--- src/rtl/substitution_cipher_lazy_key_macros.svh ---
// assertion macros for the substitution cipher block
`ifndef SUBSTITUTION_CIPHER_LAZY_KEY_MACROS_SVH
`define SUBSTITUTION_CIPHER_LAZY_KEY_MACROS_SVH

// same-cycle implication, sampled on clk, off during rst
`define SCL_ASSERT_IMPLIES(label, ante, cons, msg) \
  label: assert property (@(posedge clk) disable iff (rst) (ante) |-> (cons)) \
    else $error(msg);

// next-cycle implication, sampled on clk, off during rst
`define SCL_ASSERT_NEXT(label, ante, cons, msg) \
  label: assert property (@(posedge clk) disable iff (rst) (ante) |=> (cons)) \
    else $error(msg);

`endif

--- src/rtl/scl_pkg.sv ---
// shared types and constants for the substitution cipher block
`timescale 1ns / 1ps

package scl_pkg;

  localparam int ALPHABET_SIZE = 26;
  localparam int RANDOM_WIDTH  = 16;

  localparam int BYTE_W   = 8;
  localparam int RND_IN_W = 16;
  localparam int LETTER_W = $clog2(ALPHABET_SIZE);

  localparam logic [BYTE_W-1:0] LETTER_BASE = 8'd97;
  localparam logic [BYTE_W:0]   LETTER_END  = (BYTE_W + 1)'(97 + ALPHABET_SIZE);
  localparam logic [LETTER_W-1:0] POOL_END_RESET = LETTER_W'(ALPHABET_SIZE - 1);

  // remainder unit: bits of the random value consumed per cycle
  localparam int DIV_BITS  = 4;
  localparam int DIV_STEPS = (RANDOM_WIDTH + DIV_BITS - 1) / DIV_BITS;
  localparam int RND_PAD_W = DIV_STEPS * DIV_BITS;
  localparam int DIV_CNT_W = (DIV_STEPS > 1) ? $clog2(DIV_STEPS) : 1;

  typedef enum logic [2:0] {
    ST_IDLE,
    ST_CLASSIFY,
    ST_DIV,
    ST_PICK,
    ST_SWAP
  } state_t;

  typedef struct packed {
    logic load;         // input transfer, capture item and start reads
    logic tail_capture; // latch the pool entry at the pool end
    logic div_step;     // one step of the remainder unit
    logic pick_read;    // read the pool at the remainder
    logic emit_lookup;  // result for pass-through or known letter
    logic commit;       // swap, record mapping, result for new letter
  } cmd_t;

  typedef struct packed {
    logic is_letter;
    logic is_mapped;
    logic div_last;
    logic out_free;
  } status_t;

endpackage

--- src/rtl/substitution_cipher_lazy_key.sv ---
// Lazy-key substitution cipher, top level.
//
// Input channel: plain_byte with random_value, in_valid / in_stall. Output
// channel: cipher_byte with new_mapping, out_valid / out_stall. A transfer
// happens at a clock edge with valid high and stall low.
// Bytes outside the lower-case letter range come back unchanged; a letter
// that already has a key letter gets it again; a new letter draws one from
// the unused pool at random_value mod (pool size).
// One item is in work at a time. Pass-through and known letters raise
// out_valid from the classify state after the input transfer; a new
// letter goes through accept, classify, 4 remainder steps of 4 bits each,
// pool read and swap, and raises out_valid from the swap state.
// The remainder unit and the single read port of the pool ram shape that
// sequence. A new item is taken while the previous result still waits.
// When out_stall holds the result, an item that finishes waits in its last
// state and makes no state change until the result register frees.
// rst (synchronous) empties the key: pool in identity order, no letter
// mapped. in_stall is high during rst; the block is ready the cycle after
// rst falls.
`timescale 1ns / 1ps
`include "substitution_cipher_lazy_key_macros.svh"

module substitution_cipher_lazy_key (
  input  logic                         clk,
  input  logic                         rst,
  input  logic                         in_valid,
  output logic                         in_stall,
  input  logic [scl_pkg::BYTE_W-1:0]   plain_byte,
  input  logic [scl_pkg::RND_IN_W-1:0] random_value,
  output logic                         out_valid,
  input  logic                         out_stall,
  output logic [scl_pkg::BYTE_W-1:0]   cipher_byte,
  output logic                         new_mapping
);

  scl_pkg::cmd_t    cmd;
  scl_pkg::status_t status;

  scl_ctrl u_ctrl (
    .clk      (clk),
    .rst      (rst),
    .in_valid (in_valid),
    .in_stall (in_stall),
    .status   (status),
    .cmd      (cmd)
  );

  scl_dp u_dp (
    .clk          (clk),
    .rst          (rst),
    .cmd          (cmd),
    .status       (status),
    .plain_byte   (plain_byte),
    .random_value (random_value),
    .out_valid    (out_valid),
    .out_stall    (out_stall),
    .cipher_byte  (cipher_byte),
    .new_mapping  (new_mapping)
  );

  `SCL_ASSERT_IMPLIES(a_new_is_letter, out_valid && new_mapping,
    (cipher_byte >= scl_pkg::LETTER_BASE) &&
    ({1'b0, cipher_byte} < scl_pkg::LETTER_END), "new mapping outside letter range")

  `SCL_ASSERT_NEXT(a_one_item, in_valid && !in_stall, in_stall,
    "second item taken while one is in work")

  `SCL_ASSERT_NEXT(a_commit_result, cmd.commit, out_valid && new_mapping,
    "swap without a new-mapping result")

endmodule

--- src/rtl/scl_ram.sv ---
// generic single-write, single-read ram with registered read data
`timescale 1ns / 1ps

module scl_ram #(
  parameter int WIDTH = 8,
  parameter int DEPTH = 32
) (
  input  logic                     clk,
  input  logic                     we,
  input  logic [$clog2(DEPTH)-1:0] waddr,
  input  logic [WIDTH-1:0]         wdata,
  input  logic                     re,
  input  logic [$clog2(DEPTH)-1:0] raddr,
  output logic [WIDTH-1:0]         rdata
);

  logic [WIDTH-1:0] mem [DEPTH];

  always_ff @(posedge clk) begin
    if (we) begin
      mem[waddr] <= wdata;
    end
    if (re) begin
      rdata <= mem[raddr];
    end
  end

endmodule

--- src/rtl/scl_ctrl.sv ---
// controller state machine for the substitution cipher block
`timescale 1ns / 1ps

module scl_ctrl (
  input  logic             clk,
  input  logic             rst,
  input  logic             in_valid,
  output logic             in_stall,
  input  scl_pkg::status_t status,
  output scl_pkg::cmd_t    cmd
);

  scl_pkg::state_t state;
  scl_pkg::state_t state_next;

  always_ff @(posedge clk) begin
    if (rst) begin
      state <= scl_pkg::ST_IDLE;
    end else begin
      state <= state_next;
    end
  end

  always_comb begin
    state_next = state;
    cmd        = '0;
    in_stall   = 1'b1;
    case (state)
      scl_pkg::ST_IDLE: begin
        // no transfer while rst is high
        in_stall = rst;
        if (in_valid && !rst) begin
          cmd.load   = 1'b1;
          state_next = scl_pkg::ST_CLASSIFY;
        end
      end
      scl_pkg::ST_CLASSIFY: begin
        cmd.tail_capture = 1'b1;
        if (!status.is_letter || status.is_mapped) begin
          if (status.out_free) begin
            cmd.emit_lookup = 1'b1;
            state_next      = scl_pkg::ST_IDLE;
          end
        end else begin
          state_next = scl_pkg::ST_DIV;
        end
      end
      scl_pkg::ST_DIV: begin
        cmd.div_step = 1'b1;
        if (status.div_last) begin
          state_next = scl_pkg::ST_PICK;
        end
      end
      scl_pkg::ST_PICK: begin
        cmd.pick_read = 1'b1;
        state_next    = scl_pkg::ST_SWAP;
      end
      scl_pkg::ST_SWAP: begin
        if (status.out_free) begin
          cmd.commit = 1'b1;
          state_next = scl_pkg::ST_IDLE;
        end
      end
      default: begin
        state_next = scl_pkg::ST_IDLE;
      end
    endcase
  end

endmodule

--- src/rtl/scl_dp.sv ---
// datapath: letter pool, key map, remainder unit and result register
`timescale 1ns / 1ps

module scl_dp (
  input  logic                          clk,
  input  logic                          rst,
  input  scl_pkg::cmd_t                 cmd,
  output scl_pkg::status_t              status,
  input  logic [scl_pkg::BYTE_W-1:0]    plain_byte,
  input  logic [scl_pkg::RND_IN_W-1:0]  random_value,
  output logic                          out_valid,
  input  logic                          out_stall,
  output logic [scl_pkg::BYTE_W-1:0]    cipher_byte,
  output logic                          new_mapping
);

  localparam int LW = scl_pkg::LETTER_W;
  localparam int AS = scl_pkg::ALPHABET_SIZE;

  // input decode
  logic                       in_is_letter;
  logic [scl_pkg::BYTE_W-1:0] in_offset;
  logic [LW-1:0]              in_letter;

  assign in_is_letter = (plain_byte >= scl_pkg::LETTER_BASE) &&
                        ({1'b0, plain_byte} < scl_pkg::LETTER_END);
  assign in_offset    = plain_byte - scl_pkg::LETTER_BASE;
  assign in_letter    = in_offset[LW-1:0];

  // item registers
  logic [scl_pkg::BYTE_W-1:0]    byte_q;
  logic [LW-1:0]                 letter_q;
  logic                          is_letter_q;
  logic [scl_pkg::RND_PAD_W-1:0] rnd_shift;
  logic [LW:0]                   rem;
  logic [LW:0]                   rem_next;
  logic [scl_pkg::DIV_CNT_W-1:0] div_cnt;
  logic [LW-1:0]                 tail_q;

  // key state
  logic [LW-1:0] pool_end;
  logic [AS-1:0] pool_written;
  logic [AS-1:0] mapped;

  // pool ram
  logic          pool_re;
  logic [LW-1:0] pool_raddr;
  logic [LW-1:0] pool_rdata;
  logic [LW-1:0] pool_rd_addr;
  logic          pool_rd_written;
  logic [LW-1:0] pool_word;

  // map ram
  logic          map_re;
  logic [LW-1:0] map_rdata;

  logic [LW-1:0] pick;

  assign pick       = rem[LW-1:0];
  assign pool_re    = cmd.load || cmd.pick_read;
  assign pool_raddr = cmd.pick_read ? pick : pool_end;
  assign map_re     = cmd.load && in_is_letter;

  // an entry never written still holds its own index
  assign pool_word = pool_rd_written ? pool_rdata : pool_rd_addr;

  scl_ram #(
    .WIDTH (LW),
    .DEPTH (AS)
  ) u_pool_ram (
    .clk   (clk),
    .we    (cmd.commit),
    .waddr (pick),
    .wdata (tail_q),
    .re    (pool_re),
    .raddr (pool_raddr),
    .rdata (pool_rdata)
  );

  scl_ram #(
    .WIDTH (LW),
    .DEPTH (AS)
  ) u_map_ram (
    .clk   (clk),
    .we    (cmd.commit),
    .waddr (letter_q),
    .wdata (pool_word),
    .re    (map_re),
    .raddr (in_letter),
    .rdata (map_rdata)
  );

  // remainder of the random value by pool_end + 1, DIV_BITS bits per step
  always_comb begin
    logic [LW:0] divisor;
    logic [LW:0] r;
    divisor = {1'b0, pool_end} + 1'b1;
    r       = rem;
    for (int i = 0; i < scl_pkg::DIV_BITS; i++) begin
      r = {r[LW-1:0], rnd_shift[scl_pkg::RND_PAD_W-1-i]};
      if (r >= divisor) begin
        r = r - divisor;
      end
    end
    rem_next = r;
  end

  always_ff @(posedge clk) begin
    if (cmd.load) begin
      byte_q      <= plain_byte;
      letter_q    <= in_letter;
      is_letter_q <= in_is_letter;
      rnd_shift   <= scl_pkg::RND_PAD_W'(random_value[scl_pkg::RANDOM_WIDTH-1:0]);
      rem         <= '0;
      div_cnt     <= '0;
    end else if (cmd.div_step) begin
      rnd_shift <= rnd_shift << scl_pkg::DIV_BITS;
      rem       <= rem_next;
      div_cnt   <= div_cnt + 1'b1;
    end
    if (cmd.tail_capture) begin
      tail_q <= pool_word;
    end
    if (pool_re) begin
      pool_rd_addr    <= pool_raddr;
      pool_rd_written <= pool_written[pool_raddr];
    end
  end

  always_ff @(posedge clk) begin
    if (rst) begin
      pool_end     <= scl_pkg::POOL_END_RESET;
      pool_written <= '0;
      mapped       <= '0;
    end else if (cmd.commit) begin
      pool_written[pick] <= 1'b1;
      mapped[letter_q]   <= 1'b1;
      if (pool_end != '0) begin
        pool_end <= pool_end - 1'b1;
      end
    end
  end

  // result register
  always_ff @(posedge clk) begin
    if (rst) begin
      out_valid <= 1'b0;
    end else if (cmd.emit_lookup || cmd.commit) begin
      out_valid <= 1'b1;
    end else if (!out_stall) begin
      out_valid <= 1'b0;
    end
  end

  always_ff @(posedge clk) begin
    if (cmd.commit) begin
      cipher_byte <= scl_pkg::LETTER_BASE + scl_pkg::BYTE_W'(pool_word);
      new_mapping <= 1'b1;
    end else if (cmd.emit_lookup) begin
      cipher_byte <= is_letter_q ?
                     scl_pkg::LETTER_BASE + scl_pkg::BYTE_W'(map_rdata) : byte_q;
      new_mapping <= 1'b0;
    end
  end

  assign status.is_letter = is_letter_q;
  assign status.is_mapped = is_letter_q && mapped[letter_q];
  assign status.div_last  = (div_cnt == scl_pkg::DIV_CNT_W'(scl_pkg::DIV_STEPS - 1));
  assign status.out_free  = !out_valid || !out_stall;

endmodule
--- config.mk ---
export PLATFORM = sky130hd
export DESIGN_NAME = substitution_cipher_lazy_key
export DESIGN_NICKNAME = d
export VERILOG_FILES = /design/src/rtl/scl_pkg.sv /design/src/rtl/substitution_cipher_lazy_key.sv /design/src/rtl/scl_ram.sv /design/src/rtl/scl_ctrl.sv /design/src/rtl/scl_dp.sv
export VERILOG_INCLUDE_DIRS = /design/src /design/src/rtl
export SDC_FILE = /design/constraint.sdc
export NUM_CORES = 1
export LEC_CHECK = 0
export BUFFER_PORTS_ARGS = -buffer_cell sky130_fd_sc_hd__buf_2
export CAP_MARGIN = 40
export CORE_UTILIZATION = 67
export DETAILED_ROUTE_END_ITERATION = 6
export PLACE_DENSITY = 0.87
export SYNTH_ARGS = -nofsm -noshare
export SYNTH_HDL_FRONTEND = slang
export SYNTH_SLANG_ARGS = --single-unit
--- constraint.sdc ---
create_clock -name clk -period 18.6 [get_ports clk]
set_input_delay 4.65 -clock clk [delete_from_list [all_inputs] [get_ports clk]]
set_output_delay 4.65 -clock clk [all_outputs]
set_load 0.05 [all_outputs]
==> impl_metrics.ini <==
[clock_network]
tritoncts.num_buffers = 38
cts.hold.buffers_added = 0
tritoncts = done
h-tree-depth = 2
cts.sink_count = 388
cts.root.buffer_cell = sky130_fd_sc_hd__clkbuf_16
worst_setup_hold_path_clk_slew_ps = 70
cts-resized-gates = 0
cts.repair_timing.setup_buffer_count = 0
clk_latency_ps = 540
cts_buffer_depth = 3

[detailed_routing]
wirelength_mm = 40.3
vias = 11400
antenna_violating_nets_post_route = 0
drt_iter0_markers = 1578
detailedRoute.firstPassIterationCount = 7
wl_per_cell_um = 23.8
post_drt_via_cell_ratio = 6.74
post-route-drc-count = 11

[synth]
synth.net_count = 1373
syn-instance-count = 1313
ffs_latches_synth = 388
synth.most_common_cell = sky130_fd_sc_hd__edfxtp_1
post-synth-top-area-fraction = 0.570
post_synth_most_frequent_cells = 319 x sky130_fd_sc_hd__edfxtp_1, 231 x sky130_fd_sc_hd__nand2_1, 173 x sky130_fd_sc_hd__nor2_1, 69 x sky130_fd_sc_hd__dfxtp_1, 54 x sky130_fd_sc_hd__clkbuf_1
synth_async_sr_flop_share = 0
yosysSeqAreaShare = 0.652
ys.flop_type = sky130_fd_sc_hd__edfxtp_1
synthesis.area_mm2 = 0.0168
synth_warnings = 0
synth_enable_flop_cells = 319
syn_area_per_cell_um2 = 12.8
synthDominantAreaCellType = sky130_fd_sc_hd__edfxtp_1
post_synth_num_cell_types = 71
synth_top_cells_by_area = sky130_fd_sc_hd__edfxtp_1 57%, sky130_fd_sc_hd__dfxtp_1 8.2%, sky130_fd_sc_hd__mux4_2 5.6%

[pwr]
seq_power_share = 0.475
switching_share = 0.255
ir_worst_vdd_mv = 0.108
power_switching_mw = 0.523
internal_power_mw = 1.53
leakagePower_nw = 6.65
p_per_area_mw_per_mm2 = 110
pwr-share-comb = 0.139
clockPowerShare = 0.386

[place]
gp_routability_congestion = 0.884
dp_hpwl_mm = 23.7
placement.io_buffers = 38
dpl_cell_area_mm2 = 0.0173

[finish]
fill_cells = 1310
layout.area.seq_mm2 = 0.0110
syn2layout_area_growth_pct = 10.8
final_layout_size_suffix_gt1_frac = 0.139
design_area_mm2 = 0.0186
footprint_of_the_multi_input_gates_mm2 = 0.00545
fin_nets = 1402
diodes = 0

[critical_path]
timing.critical_path.buf_inv = 3
timing.critical_path.fanout_max = 61
critical_path.cell_chain = buf_2 -> buf_4 -> nor2_1 -> nand2_1 -> buf_2
critPathTopFamily = buffers and inverters
slowest_delay_ps = 530
r2r_end = u_dp.rem[1]
worst_r2r_startpoint = u_dp.pool_end[0]
critPathRequiredTime_ps = 13950
crit_slowest_cell = sky130_fd_sc_hd__buf_4
critical_path.most_common_cell = sky130_fd_sc_hd__buf_2
endpoint_kind = output port
cp.arrival_ps = 5810
category_of_the_critical_setup_timing_path = in -> out
ff_to_ff_setup_slack_ps = 10280
timing.critical_path.depth = 5
worst-r2r-cell-count = 33
start_kind = input pin

[timing]
grt_setup_unrepaired = false
final_max_slew_violation_count = 0
worst_clock_skew_ps = 23.4
final-hold-violation-count = 0
final-setup-viol-count = 0
tightestPinTransition_ps = 994
fin_setup_tns_ps = 0
finalCritPeriodShare = 0.562
finalCriticalPeriod_ps = 10460
slew_headroom = 0.337
timing.fmax_ghz = 0.0956

[floorplan]
die_w_um = 160
io_pins = 39
fp.coreArea_mm2 = 0.0245
design.die.area_mm2 = 0.0257
die_y_um = 160
floorplan.initialDensity = 0.687
std_cell_rows = 57

[worst_hold_path]
timing.hold.worst.class = reg -> reg
hold_start = u_dp.new_mapping
hold-path-endpoint = u_dp.new_mapping
timing.hold.worst_path_depth = 2

[global_route]
grt_first_pass_wirelength_mm = 62.6
grt_pass1_vias = 11300
grt_antenna_before_repair = 0
grt_util_all_layers = 0.321
grt-ovfl-total = 0
grt_max_degree = 78

[job]
drv_cap = 0

[status]
violations = DRC
run_status = complete, but fails checks
[metal layers]
layer / share of wire / vias up / global-route usage
li1: - / 4874 / -
met1: 0.36 / 5436 / 0.421
met2: 0.48 / 916 / 0.523
met3: 0.11 / 202 / 0.0617
met4: 0.050 / 0 / 0.155
met5: 0 / - / 0
[power groups by stage]
stage | logic [mW] | registers, mW | clock network (mW)
5_1_grt | 0.311 | 0.975 | 0.831
2_1_floorplan | 0.217 | 0.982 | 0
6_report | 0.286 | 0.974 | 0.793
4_1_cts | 0.280 | 0.973 | 0.793
3_5_place_dp | 0.276 | 0.991 | 0
3_3_place_gp | 0.263 | 0.990 | 0
[worst max path at each step]
| stage | start | endpoint | slack [ps] |
|---|---|---|---|
| 2_1_floorplan | rst | in_stall | 8690 |
| 3_3_place_gp | rst | in_stall | 8200 |
| 3_5_place_dp | rst | in_stall | 8150 |
| 4_1_cts | rst | in_stall | 8150 |
| 5_1_grt | rst | in_stall | 8050 |
| 6_report | rst | in_stall | 8140 |
[sequential cells by signal, summed over array words and instances, names as in the netlist]
name and count:
u_dp.tail_q 5, u_dp.new_mapping 1, u_dp.pool_rd_written 1, u_dp.u_pool_ram.mem 130, u_dp.letter_q 5, u_dp.u_map_ram.rdata 5
u_dp.pool_end 5, u_dp.byte_q 8, u_dp.is_letter_q 1, u_dp.pool_rd_addr 5, u_dp.pool_written 26, u_dp.out_valid 1
u_dp.mapped 26, u_dp.rem 5, u_dp.rnd_shift 16, u_ctrl.state 3, u_dp.u_map_ram.mem 130, u_dp.u_pool_ram.rdata 5
u_dp.div_cnt 2, u_dp.cipher_byte 8
[cell type report]
class / count / share of cell area
Clock buffer: 55 / 0.0596
Clock inverter: 15 / 0.0105
Inverter: 41 / 0.00827
Multi-Input combinational cell: 819 / 0.293
Sequential cell: 388 / 0.589
Tap cell: 324 / 0.0218
Timing Repair Buffer: 54 / 0.0181
[cells by family after synthesis]
logic type      share of synthesized area
compound gates                     0.0709
xor+xnor                           0.0156
simple gates                        0.138
fa+ha+maj                          0.0262
buf+inv                            0.0243
flops                               0.652
mux                                0.0727
[layout by cell type, fill, tap and decap left out, types with 28 or more instances in the layout]
| master | instances |
|---|---|
| sky130_fd_sc_hd__buf_2 | 38 |
| sky130_fd_sc_hd__nor2_1 | 173 |
| sky130_fd_sc_hd__edfxtp_1 | 319 |
| sky130_fd_sc_hd__nand3_1 | 38 |
| sky130_fd_sc_hd__a311oi_1 | 28 |
| sky130_fd_sc_hd__inv_1 | 39 |
| sky130_fd_sc_hd__dfxtp_1 | 69 |
| sky130_fd_sc_hd__nand2_1 | 231 |
| sky130_fd_sc_hd__mux4_2 | 42 |
| sky130_fd_sc_hd__and3_1 | 33 |
| sky130_fd_sc_hd__clkbuf_16 | 39 |
| sky130_fd_sc_hd__ha_1 | 28 |
[metrics by stage]
step           hold WS [ps]  setup slack (ps)  cells  utilization  total power, mW
6_report                464              8140   1696        0.761             2.05
5_1_grt                 477              8050   1696        0.761             2.12
4_1_cts                 460              8150   1696        0.761             2.05
3_5_place_dp            438              8150   1626        0.708             1.27
3_3_place_gp            430              8200   1622        0.705             1.25
2_1_floorplan           435              8690   1313            -             1.20
[worst reg2reg max path: cells and delay by family (launching register included)]
kind / cells / cell delay [ps]
AOI/OAI and AO/OA: 16 / 3220
adders and majority gates: 5 / 1830
buffers and inverters: 4 / 710
DFF: 1 / 540
muxes: 3 / 1180
and+or+nand+nor: 5 / 750
Note: power is estimated with default switching activity, not from simulation.
